==> src/rtl/core/mrp_pkg.sv <==
// ----------------------------------------------------------------------------
// mrp_pkg
// Shared types, codes and helper functions of the Modbus RTU response parser.
// ----------------------------------------------------------------------------
package mrp_pkg;

	localparam int unsigned FRAME_BYTES_MAX_DEF = 24;

	localparam int unsigned CFG_IDX_W  = 3;
	localparam int unsigned CFG_DATA_W = 16;

	// Register indexes of the configuration port
	localparam logic [CFG_IDX_W-1:0] REG_REQUEST_KIND      = 3'd0;
	localparam logic [CFG_IDX_W-1:0] REG_DEVICE_ADDRESS    = 3'd1;
	localparam logic [CFG_IDX_W-1:0] REG_EXPECTED_REGISTER = 3'd2;
	localparam logic [CFG_IDX_W-1:0] REG_EXPECTED_VALUE    = 3'd3;
	localparam logic [CFG_IDX_W-1:0] REG_TIMEOUT_TICKS     = 3'd4;

	localparam logic [7:0]  DEVICE_ADDRESS_RST = 8'h01;
	localparam logic [15:0] TIMEOUT_TICKS_RST  = 16'd2000;
	localparam logic [15:0] CRC_INIT           = 16'hFFFF;
	localparam logic [15:0] CRC_POLY           = 16'hA001;

	typedef enum logic [1:0] {
		RK_WRITE_REG  = 2'd0,
		RK_READ_REG   = 2'd1,
		RK_MOTOR_CMD  = 2'd2,
		RK_MOTOR_READ = 2'd3
	} req_kind_t;

	typedef enum logic [1:0] {
		KIND_START = 2'd0,
		KIND_BYTE  = 2'd1,
		KIND_TICK  = 2'd2
	} in_kind_t;

	typedef enum logic [1:0] {
		ST_OK       = 2'd0,
		ST_CRC      = 2'd1,
		ST_MISMATCH = 2'd2,
		ST_TIMEOUT  = 2'd3
	} status_t;

	typedef enum logic [1:0] {
		PH_IDLE   = 2'd0,
		PH_HUNT   = 2'd1,
		PH_GATHER = 2'd2
	} phase_t;

	// Control that every byte cell of the frame chain sees
	typedef struct packed {
		logic       strobe; // a frame byte is on the bus: advance the token
		logic       clear;  // drop all tokens (new transaction)
		logic [7:0] data;
	} cell_ctl_t;

	function automatic logic [4:0] frame_len(input req_kind_t k);
		logic [4:0] len;
		case (k)
			RK_WRITE_REG:  len = 5'd8;
			RK_READ_REG:   len = 5'd7;
			RK_MOTOR_CMD:  len = 5'd19;
			RK_MOTOR_READ: len = 5'd24;
			default:       len = 5'd24;
		endcase
		return len;
	endfunction

	function automatic logic [7:0] func_code(input req_kind_t k);
		logic [7:0] fc;
		case (k)
			RK_WRITE_REG:  fc = 8'h06;
			RK_READ_REG:   fc = 8'h03;
			RK_MOTOR_CMD:  fc = 8'h64;
			RK_MOTOR_READ: fc = 8'h68;
			default:       fc = 8'h68;
		endcase
		return fc;
	endfunction

	// Reflected CRC-16 update over one byte, LSB first
	function automatic logic [15:0] crc_feed(input logic [15:0] crc, input logic [7:0] b);
		logic [15:0] c;
		c = crc ^ {8'h00, b};
		for (int i = 0; i < 8; i++) begin
			c = c[0] ? ((c >> 1) ^ CRC_POLY) : (c >> 1);
		end
		return c;
	endfunction

endpackage

==> src/rtl/core/modbus_rtu_response_parser.sv <==
// ----------------------------------------------------------------------------
// modbus_rtu_response_parser
// Receive side of a Modbus RTU master: frame capture, checks, result output.
// ----------------------------------------------------------------------------
// The parser takes one input transfer per clock: a start item arms it, byte
// items feed the frame, tick items count silence. Each transfer is handled in
// the cycle it is accepted; a result (frame done or timeout) lands in the
// output register on the next edge, so throughput is one item per cycle.
// Input ready drops only while a result waits in the output register and
// the consumer holds out_ready low. After the address byte the frame bytes
// walk into a row of byte cells steered by a one-hot token; the CRC-16 is
// updated per byte, and the frame is judged on its last byte from the cells
// already filled. Configuration writes take effect on the next clock edge;
// write them between transactions.
// ----------------------------------------------------------------------------
module modbus_rtu_response_parser #(
	parameter int unsigned FRAME_BYTES_MAX = mrp_pkg::FRAME_BYTES_MAX_DEF
) (
	input  logic                              clk,
	input  logic                              arst_n,
	// configuration port
	input  logic                              cfg_we,
	input  logic [mrp_pkg::CFG_IDX_W-1:0]     cfg_index,
	input  logic [mrp_pkg::CFG_DATA_W-1:0]    cfg_data,
	// input channel
	input  logic                              in_valid,
	output logic                              in_ready,
	input  logic [1:0]                        kind,
	input  logic [7:0]                        rx_byte,
	// result channel
	output logic                              out_valid,
	input  logic                              out_ready,
	output logic [1:0]                        status,
	output logic [31:0]                       register_value,
	output logic [7:0]                        operating_mode,
	output logic [31:0]                       shaft_pos,
	output logic [31:0]                       force_actual,
	output logic [15:0]                       power_draw,
	output logic [7:0]                        temperature,
	output logic [15:0]                       supply_voltage,
	output logic [15:0]                       error_flags
);
	import mrp_pkg::*;

	// ------------------------------------------------------------------
	// Configuration registers
	// ------------------------------------------------------------------
	req_kind_t   req_kind_q;
	logic [7:0]  dev_addr_q;
	logic [15:0] exp_reg_q;
	logic [15:0] exp_val_q;
	logic [15:0] timeout_q;

	always_ff @(posedge clk or negedge arst_n) begin
		if (!arst_n) begin
			req_kind_q <= RK_WRITE_REG;
			dev_addr_q <= DEVICE_ADDRESS_RST;
			exp_reg_q  <= '0;
			exp_val_q  <= '0;
			timeout_q  <= TIMEOUT_TICKS_RST;
		end else if (cfg_we) begin
			case (cfg_index)
				REG_REQUEST_KIND:      req_kind_q <= req_kind_t'(cfg_data[1:0]);
				REG_DEVICE_ADDRESS:    dev_addr_q <= cfg_data[7:0];
				REG_EXPECTED_REGISTER: exp_reg_q  <= cfg_data;
				REG_EXPECTED_VALUE:    exp_val_q  <= cfg_data;
				REG_TIMEOUT_TICKS:     timeout_q  <= cfg_data;
				default: ; // unknown index: drop the write
			endcase
		end
	end

	// ------------------------------------------------------------------
	// Input decode
	// ------------------------------------------------------------------
	phase_t      phase_q, phase_d;
	logic [4:0]  cnt_q;
	logic [15:0] crc_q;
	logic [15:0] silence_q;
	logic        out_valid_q;

	logic acc, is_start, is_byte, is_tick, armed, addr_hit;

	// Output register parts the two sides: take a new item whenever the
	// slot is empty or is being drained this cycle.
	assign in_ready = !out_valid_q || out_ready;
	assign acc      = in_valid && in_ready;
	assign is_start = acc && (kind == KIND_START);
	assign is_byte  = acc && (kind == KIND_BYTE);
	assign is_tick  = acc && (kind == KIND_TICK);
	assign armed    = (phase_q != PH_IDLE);
	assign addr_hit = (rx_byte == dev_addr_q);

	// Running CRC restarts at the address byte while hunting
	logic [15:0] crc_nxt;
	logic [4:0]  cnt_inc;
	logic        frame_done, timeout_hit, take_byte, first_byte;

	assign crc_nxt     = crc_feed((phase_q == PH_HUNT) ? CRC_INIT : crc_q, rx_byte);
	assign cnt_inc     = (cnt_q == 5'd31) ? cnt_q : cnt_q + 5'd1;
	assign first_byte  = is_byte && (phase_q == PH_HUNT) && addr_hit;
	assign take_byte   = first_byte || (is_byte && (phase_q == PH_GATHER));
	assign frame_done  = is_byte && (phase_q == PH_GATHER)
	                     && (cnt_inc >= frame_len(req_kind_q));
	assign timeout_hit = is_tick && armed && (silence_q >= timeout_q);

	// ------------------------------------------------------------------
	// Phase sequencer
	// ------------------------------------------------------------------
	always_comb begin
		phase_d = phase_q;
		case (phase_q)
			PH_IDLE: begin
				if (is_start) phase_d = PH_HUNT;
			end
			PH_HUNT: begin
				if (is_start)        phase_d = PH_HUNT;
				else if (first_byte) phase_d = PH_GATHER;
				else if (timeout_hit) phase_d = PH_IDLE;
			end
			PH_GATHER: begin
				if (is_start)         phase_d = PH_HUNT;
				else if (frame_done)  phase_d = PH_IDLE;
				else if (timeout_hit) phase_d = PH_IDLE;
			end
			default: phase_d = PH_IDLE;
		endcase
	end

	always_ff @(posedge clk or negedge arst_n) begin
		if (!arst_n) begin
			phase_q <= PH_IDLE;
		end else begin
			phase_q <= phase_d;
		end
	end

	// ------------------------------------------------------------------
	// Byte counter, CRC and silence counter
	// ------------------------------------------------------------------
	always_ff @(posedge clk or negedge arst_n) begin
		if (!arst_n) begin
			cnt_q     <= '0;
			crc_q     <= CRC_INIT;
			silence_q <= '0;
		end else if (is_start) begin
			cnt_q     <= '0;
			crc_q     <= CRC_INIT;
			silence_q <= '0;
		end else if (is_byte && armed) begin
			// any byte while armed clears silence, even a skipped one
			silence_q <= '0;
			if (first_byte) begin
				cnt_q <= 5'd1;
				crc_q <= crc_nxt;
			end else if (phase_q == PH_GATHER) begin
				cnt_q <= cnt_inc;
				crc_q <= crc_nxt;
			end
		end else if (is_tick && armed && !timeout_hit) begin
			silence_q <= silence_q + 16'd1;
		end
	end

	// ------------------------------------------------------------------
	// Frame store: chain of byte cells
	// ------------------------------------------------------------------
	cell_ctl_t                           chain_ctl;
	logic [FRAME_BYTES_MAX-1:0][7:0]     fb;

	assign chain_ctl.strobe = take_byte;
	assign chain_ctl.clear  = is_start;
	assign chain_ctl.data   = rx_byte;

	mrp_frame_chain #(
		.FRAME_BYTES_MAX (FRAME_BYTES_MAX)
	) u_chain (
		.clk    (clk),
		.arst_n (arst_n),
		.ctl    (chain_ctl),
		.first  (first_byte),
		.bytes  (fb)
	);

	// ------------------------------------------------------------------
	// Result build: every field read sits below the last byte's index,
	// so the cells already hold it when the last byte arrives.
	// ------------------------------------------------------------------
	status_t     res_status;
	logic [31:0] res_regval, res_shaft, res_force;
	logic [7:0]  res_mode, res_temp;
	logic [15:0] res_power, res_volt, res_err;
	logic        bad;

	always_comb begin
		res_status = ST_OK;
		res_regval = '0;
		res_mode   = '0;
		res_shaft  = '0;
		res_force  = '0;
		res_power  = '0;
		res_temp   = '0;
		res_volt   = '0;
		res_err    = '0;
		bad        = (fb[1] != func_code(req_kind_q));
		if (req_kind_q == RK_WRITE_REG) begin
			if ({fb[2], fb[3]} != exp_reg_q || {fb[4], fb[5]} != exp_val_q) begin
				bad = 1'b1;
			end
		end
		if (timeout_hit) begin
			res_status = ST_TIMEOUT;
		end else if (bad) begin
			res_status = ST_MISMATCH;
		end else begin
			res_status = (crc_nxt != 16'h0000) ? ST_CRC : ST_OK;
			case (req_kind_q)
				RK_READ_REG: begin
					res_regval = {16'h0000, fb[3], fb[4]};
				end
				RK_MOTOR_CMD: begin
					res_shaft = {fb[2], fb[3], fb[4], fb[5]};
					res_force = {fb[6], fb[7], fb[8], fb[9]};
					res_power = {fb[10], fb[11]};
					res_temp  = fb[12];
					res_volt  = {fb[13], fb[14]};
					res_err   = {fb[15], fb[16]};
				end
				RK_MOTOR_READ: begin
					res_regval = {fb[2], fb[3], fb[4], fb[5]};
					res_mode   = fb[6];
					res_shaft  = {fb[7], fb[8], fb[9], fb[10]};
					res_force  = {fb[11], fb[12], fb[13], fb[14]};
					res_power  = {fb[15], fb[16]};
					res_temp   = fb[17];
					res_volt   = {fb[18], fb[19]};
					res_err    = {fb[20], fb[21]};
				end
				default: ; // write echo: status only
			endcase
		end
	end

	// ------------------------------------------------------------------
	// Output register
	// ------------------------------------------------------------------
	logic        res_load;
	status_t     status_q;
	logic [31:0] regval_q, shaft_q, force_q;
	logic [7:0]  mode_q, temp_q;
	logic [15:0] power_q, volt_q, err_q;

	assign res_load = frame_done || timeout_hit;

	always_ff @(posedge clk or negedge arst_n) begin
		if (!arst_n) begin
			out_valid_q <= 1'b0;
		end else if (res_load) begin
			out_valid_q <= 1'b1;
		end else if (out_ready) begin
			out_valid_q <= 1'b0;
		end
	end

	always_ff @(posedge clk) begin
		if (res_load) begin
			status_q <= res_status;
			regval_q <= res_regval;
			mode_q   <= res_mode;
			shaft_q  <= res_shaft;
			force_q  <= res_force;
			power_q  <= res_power;
			temp_q   <= res_temp;
			volt_q   <= res_volt;
			err_q    <= res_err;
		end
	end

	assign out_valid      = out_valid_q;
	assign status         = status_q;
	assign register_value = regval_q;
	assign operating_mode = mode_q;
	assign shaft_pos      = shaft_q;
	assign force_actual   = force_q;
	assign power_draw     = power_q;
	assign temperature    = temp_q;
	assign supply_voltage = volt_q;
	assign error_flags    = err_q;

	// ------------------------------------------------------------------
	// Assertions
	// ------------------------------------------------------------------
	a_res_from_item: assert property (@(posedge clk) disable iff (!arst_n)
		$rose(out_valid_q) |-> $past(in_valid && in_ready))
		else $error("result appeared without an accepted item");

	a_res_idle: assert property (@(posedge clk) disable iff (!arst_n)
		res_load |=> (phase_q == PH_IDLE))
		else $error("parser still armed after emitting a result");

	a_gather_count: assert property (@(posedge clk) disable iff (!arst_n)
		(phase_q == PH_GATHER) |-> (cnt_q != 5'd0))
		else $error("gathering with an empty byte count");

	a_idle_no_res: assert property (@(posedge clk) disable iff (!arst_n)
		(phase_q == PH_IDLE) |-> !res_load)
		else $error("result produced while idle");

endmodule

==> src/rtl/core/mrp_byte_cell.sv <==
// ----------------------------------------------------------------------------
// mrp_byte_cell
// One byte slot of the frame chain: holds a byte and the write token.
// ----------------------------------------------------------------------------
module mrp_byte_cell (
	input  logic               clk,
	input  logic               arst_n,
	input  mrp_pkg::cell_ctl_t ctl,
	input  logic               sel_in,
	output logic               sel_out,
	output logic [7:0]         data
);
	import mrp_pkg::*;

	logic       tok_q;
	logic [7:0] data_q;

	// Token moves one cell to the right on every frame byte
	always_ff @(posedge clk or negedge arst_n) begin
		if (!arst_n) begin
			tok_q <= 1'b0;
		end else if (ctl.clear) begin
			tok_q <= 1'b0;
		end else if (ctl.strobe) begin
			tok_q <= sel_in;
		end
	end

	always_ff @(posedge clk) begin
		if (ctl.strobe && sel_in) begin
			data_q <= ctl.data;
		end
	end

	assign sel_out = tok_q;
	assign data    = data_q;

endmodule

==> src/rtl/core/mrp_frame_chain.sv <==
// ----------------------------------------------------------------------------
// mrp_frame_chain
// Row of byte cells; a token walks the row and marks the slot to write next.
// ----------------------------------------------------------------------------
module mrp_frame_chain #(
	parameter int unsigned FRAME_BYTES_MAX = mrp_pkg::FRAME_BYTES_MAX_DEF
) (
	input  logic                              clk,
	input  logic                              arst_n,
	input  mrp_pkg::cell_ctl_t                ctl,
	input  logic                              first,
	output logic [FRAME_BYTES_MAX-1:0][7:0]   bytes
);
	import mrp_pkg::*;

	logic [FRAME_BYTES_MAX:0] sel;

	// Address byte enters cell 0 directly
	assign sel[0] = first;

	for (genvar i = 0; i < FRAME_BYTES_MAX; i++) begin : g_cell
		mrp_byte_cell u_cell (
			.clk     (clk),
			.arst_n  (arst_n),
			.ctl     (ctl),
			.sel_in  (sel[i]),
			.sel_out (sel[i+1]),
			.data    (bytes[i])
		);
	end

	logic [FRAME_BYTES_MAX-1:0] toks;
	assign toks = sel[FRAME_BYTES_MAX:1];

	a_tok_onehot: assert property (@(posedge clk) disable iff (!arst_n)
		$onehot0(toks))
		else $error("more than one write token in the frame chain");

	a_tok_clear: assert property (@(posedge clk) disable iff (!arst_n)
		ctl.clear |=> (toks == '0))
		else $error("tokens survived a clear");

	a_tok_hold: assert property (@(posedge clk) disable iff (!arst_n)
		!ctl.strobe && !ctl.clear |=> $stable(toks))
		else $error("token moved without a frame byte");

endmodule

==> config.mk <==
export PLATFORM = sky130hd
export DESIGN_NAME = modbus_rtu_response_parser
export DESIGN_NICKNAME = d
export VERILOG_FILES = /design/src/rtl/core/mrp_pkg.sv /design/src/rtl/core/modbus_rtu_response_parser.sv /design/src/rtl/core/mrp_byte_cell.sv /design/src/rtl/core/mrp_frame_chain.sv
export SDC_FILE = /design/constraint.sdc
export NUM_CORES = 1
export LEC_CHECK = 0
export BUFFER_PORTS_ARGS = -buffer_cell sky130_fd_sc_hd__buf_2
export CORE_MARGIN = 4
export CORE_UTILIZATION = 50
export DETAILED_ROUTE_END_ITERATION = 8
export GPL_ROUTABILITY_DRIVEN = 0
export PLACE_DENSITY = 0.7
export SLEW_MARGIN = 20
export SYNTH_ARGS = -nofsm -noshare
export SYNTH_HDL_FRONTEND = slang
export SYNTH_SLANG_ARGS = --single-unit
==> constraint.sdc <==
create_clock -name clk -period 8.2 [get_ports clk]
set_input_delay 0.41 -clock clk [delete_from_list [all_inputs] [get_ports clk]]
set_output_delay 0.41 -clock clk [all_outputs]
set_load 0.02 [all_outputs]
# Word-level counts from Yosys, hierarchy flattened
# Index checks and enable logic that the tools add are counted.
# classes
n_addsub	2
order_cmp	2
n_eq_ne	17
n_mux	85
n_bitwise	10
n_reduce_logical	58
# ops
op	n
$mux 16	16
$pmux 32 s2	3
$pmux 16 s2	3
$mux 1	48
$logic_and 1x1->1	33
$ne 16x16->1	2
$pmux 8 s4	1
$mux 5	5
$not 2->3	8
$pmux 5 s4	1
$add 16x1->16 const B	1
$ge 16x16->1	1
$pmux 8 s2	1
$reduce_bool 16->1	1
$xor 16x8->16	1
$mux 2	6
$reduce_and 2->1	6
$eq 2x2->1 const B	4
$eq 8x8->1	1
$ne 8x8->1	1
$reduce_bool 2->1	4
$eq 2x1->1 const B	3
$eq 3x2->1 const B	2
$logic_not 2->1	3
other kinds (14)	19
# totals
ff_bits	449
in_bits	34
out_inout_bits	164
word_cells	236

# Longest topological paths before layout
# logic_depth
ltp_word	23
ltp_mapped	13
mapped_depth_nobuf	11

# Modules after synthesis
# A second synthesis with hierarchy kept.
# hier_totals
cells_unflattened	1319
hier_area_um2	19249.7
# modules_own_cells
module	n_inst	cells_per_inst	area_each_um2	seq_area_each_um2
modbus_rtu_response_parser	1	1031	12373.1	7345.8
mrp_byte_cell	24	12	286.5	265.3

# Worst setup path before layout
# Ideal clock, no wire load.
# synth_timing
kind	register to register
from	register req_kind_q[0]
to	register err_q[0], in the netlist error_flags[0], enable pin
setup_time_ps	551
t_arrival_ps	5676
required_time_ps	7649
path_slack_ps	1973
stages_incl_launch_ff	11
path_buffers	3
synth_period_minus_slack_ps	6227
cell_sequence	dfrtp_1 inv_1 ha_1 buf_2 clkbuf_1 clkbuf_1 nor2_1 ha_1 nor2_1 a211o_1 nand2b_1
# synth_via
elab_chain_cells	5
elab_cells_between_ends	8
classes_between	order compare: 1; eq/ne: 3; mux: 1; reduce/logical: 3
# synth_lines
element	line_no	source
start, declared	modbus_rtu_response_parser.sv:48	req_kind_t req_kind_q;
start signal, assigned	modbus_rtu_response_parser.sv:63	REG_REQUEST_KIND: req_kind_q <= req_kind_t'(cfg_data[1:0]);
$eq 2x2->1 (tied with other cells)	mrp_pkg.sv:59	case (k)
$pmux 5 s4 *	mrp_pkg.sv:59	
$ge 5x5->1 *	modbus_rtu_response_parser.sv:104	&& (cnt_inc >= frame_len(req_kind_q));
$logic_and 1x1->1 *	modbus_rtu_response_parser.sv:104	
$logic_or 1x1->1 *	modbus_rtu_response_parser.sv:253	assign res_load = frame_done || timeout_hit;
net res_load	modbus_rtu_response_parser.sv:247	logic res_load;
end signal, assigned	modbus_rtu_response_parser.sv:275	err_q <= res_err;
end, declared	modbus_rtu_response_parser.sv:251	logic [15:0] power_q, volt_q, err_q;
# Mark *: on every way through the listed nets, which the timed path passes. The rest lies on a longest branch.
# A chain may end at the register's enable or synchronous reset.

# Worst setup path in the final report
# layout_timing
from	register timeout_q[9]
to	register regval_q[7], in the netlist register_value[7], data pin
# layout_via
elab_chain_cells	3
# layout_lines
element	line_no	source
start, declared	modbus_rtu_response_parser.sv:52	logic [15:0] timeout_q;
start signal, assigned	modbus_rtu_response_parser.sv:67	REG_TIMEOUT_TICKS: timeout_q <= cfg_data;
$ge 16x16->1	modbus_rtu_response_parser.sv:105	assign timeout_hit = is_tick && armed && (silence_q >= timeout_q);
$logic_and 1x1->1	modbus_rtu_response_parser.sv:105	
$reduce_or 2->1 (no source line)	-	
end signal, assigned	modbus_rtu_response_parser.sv:268	regval_q <= res_regval;
end, declared	modbus_rtu_response_parser.sv:249	logic [31:0] regval_q, shaft_q, force_q;
# Every way passes these cells.

==> results.ini <==
[die]
die_w_um = 199
row_count = 69
start_util_pct = 51.2
core_area_sq_um = 35800
ios = 198
die-area_sq_um = 39800
die_h_um = 199

[timing]
slew_headroom_pct = 33.6
setup_tns_ps = 0
worst_slew_pin_slew_ps = 991
holdWs_ps = 118
period_share_pct = 51.4
report.final.hold_viol_count = 0
max_freq_mhz = 237
clock_skew_ps = 25.0
period_minus_slack_ps = 4220
finalSetupViolations = 0
rsz0062_at_grt = no
final_max_slew_viol_count = 0

[run_status]
status = finished, final reports clean

[critical_path]
required_ps = 8460
regToRegEndpoint = register_value[7]
startpoint_type = flop
crit_type = reg -> reg
reg2reg_from = timeout_q[9]
end_kind = flop
crit_start = timeout_q[9]
crit_end = register_value[7]
worstPathArrival_ps = 4480
crit_fanout = 92
worstRegToRegCells = 11
rrSetupSlack_ps = 3980

[placement]
place_inst = 1897
place.detailed.hpwl_mm = 28.3
numPortBuffers = 197

[grt]
grt_usage_pct = 21.2
grt_pass1_wl_mm = 64.8
grt_use_met3_pct = 3.07
grt_max_degree = 124
grt_overflow = 0
use_met1_pct = 29.6
busiest_layer = met2
met2_usage_pct = 35.1
grt_pass1_vias = 11000
antenna_found_initial = 1

[clocking]
cts_buffers = 45
post-cts-setup-buffers = 0
cts.clk_slew.worst_paths_ps = 60
clock_sinks = 449
cts_root_buffer = clkbuf_16
cts_buffer_depth = 3
clock_latency_ps = 550
cts_resized = 0
cts_tree = done
h-tree-depth = 2

[power_and_ir_drop]
p_leak_nw = 7.35
power_mw = 4.98
p_per_area_nw_per_um2 = 237
ir_drop_mv = 0.118

[hold_path]
holdCritPathClass = in -> reg

[drt]
via_per_inst = 5.72
first_iter_violations = 1054
drt_pre_antenna_iters = 5
num_vias = 11300
post_drt_wl_per_cell_um = 21.9
drcViolationCount = 0
wl_mm = 43.3
ant_nets = 0

[layout]
area_growth_pct = 14.8
drive_gt1_share_pct = 23.7
num-nets-final = 1547
final_cell_mix = edfxtp_1, buf_2, nor2_1, a22oi_1, dfrtp_1
layout.cells.non_filler = 1981
layout_commonest_cell = edfxtp_1
post-route-util_pct = 58.7

[yosys]
synth_seq_area_share_pct = 70.4
syn_nets = 1357
synth_edf_count = 330
yosys_warnings = 0
yosysUniqueCellTypes = 55
ys.flop_type = edfxtp_1
synth-seq-cells = 449
syn_avg_cell_area_sq_um = 14.2
syn_inst = 1294
synthesis.area_sq_um = 18300
synth-async-reset-ratio_pct = 26.5

[run]
max-cap-violations = 0

[cells in the mapped netlist (all sizes together) (6+ instances only)]
| library cell | n | share of area [%] |
|---|---|---|
| ha | 29 | 2.0 |
| o22a | 8 | 0.38 |
| dfstp | 23 | 3.3 |
| nand3 | 9 | 0.25 |
| buf | 19 | 1.0 |
| nor2 | 185 | 4.2 |
| edfxtp | 330 | 54 |
| and2 | 22 | 0.75 |
| dfrtp | 96 | 13 |
| xor2 | 53 | 2.5 |
| clkbuf | 51 | 1.0 |
| or3 | 9 | 0.31 |
| and3 | 25 | 0.85 |
| o31ai | 6 | 0.25 |
| nor4 | 12 | 0.41 |
| inv | 29 | 0.59 |
| nand2 | 39 | 0.80 |
| xnor2 | 23 | 1.1 |
| nand2b | 7 | 0.24 |
| mux2 | 41 | 2.5 |
| nand4 | 9 | 0.31 |
| o21ai | 32 | 0.87 |
| a21oi | 46 | 1.3 |
| a22oi | 136 | 5.6 |
[area by class of cell]
cell class | instances | area, sq um
repair buffers | 213 | 1120
inverters | 29 | 111
clock inverters | 28 | 189
well taps | 461 | 577
flip-flops and latches | 449 | 12900
multi-input cells | 746 | 4970
clock buffers | 54 | 1160
fillers | 2719 | 14800
diodes | 1 | 2.50
[registers in the layout, summed over array words and instances, names as in the netlist, 16 cells and up]
signal / flops
crc_q: 16
u_chain.g_cell.u_cell.sel_out: 21
force_actual: 32
silence_q: 16
exp_val_q: 16
supply_voltage: 16
error_flags: 16
exp_reg_q: 16
register_value: 32
power_draw: 16
u_chain.g_cell.u_cell.data: 168
timeout_q: 16
shaft_pos: 32
[power breakdown]
| part | internal, mW | switching [mW] | total (mW) | leakage [nW] |
|---|---|---|---|---|
| Combinational | 0.198 | 0.290 | 0.489 | 2.46 |
| Sequential | 2.53 | 0.0596 | 2.59 | 4.22 |
| Clock | 1.07 | 0.834 | 1.91 | 0.668 |
| Total | 3.80 | 1.18 | 4.98 | 7.35 |
[worst max-delay path, stage by stage (launching register included)]
cell and delay [ps]:
dfstp_2 520, inv_1 50, ha_1 300, and4_1 240, nand2_1 60, nand4_1 80
o21ba_2 190, nor3b_2 440, and2b_2 480, inv_4 540, buf_4 820, nor2_1 160
[what timing repair did]
item                                    in CTS  in global routing
hold endpoints to repair                    19                  0
endpoints found under the setup margin       0                  0
hold buffers                                 1                  0
[through the flow]
step	worst slack [ps]	area, sq um
2_1_floorplan	1970	18300
3_3_place_gp	4130	19700
3_5_place_dp	4040	19700
4_1_cts	4010	21000
5_1_grt	3730	21000
6_report	3980	21000
[worst min path at each step]
stage                            start       endpoint  slack [ps]  cells past startpoint
after floorplan                 arst_n       cnt_q[0]         110                      0
after global placement          arst_n      out_valid         410                      1
after detailed placement        arst_n      out_valid         400                      1
after CTS                 cfg_data[13]  timeout_q[13]          90                      3
after global routing      cfg_data[13]  timeout_q[13]         110                      3
final                     cfg_data[13]  timeout_q[13]         120                      3
[per-layer routing]
layer	vias up	part of all wire (%)	wire length, um
met5	-	0	0
met4	0	2.7	1160
met3	65	6.8	2940
met2	433	49	21100
met1	5629	42	18100
li1	5202	-	-
[cells by family (layout without fill, tap and decap cells)]
family          count (synthesis)  count (layout)  share of synthesized area [%]
compound gates                257             257                           9.58
xor+xnor                       76              76                           3.63
fa+ha+maj                      29              29                           1.98
buf+inv                        99             324                           2.68
flops                         449             449                           70.4
mux                            42              42                           2.57
other cells                     0               1                              0
simple gates                  342             342                           9.11
Note: power is estimated with default switching activity, not from simulation.
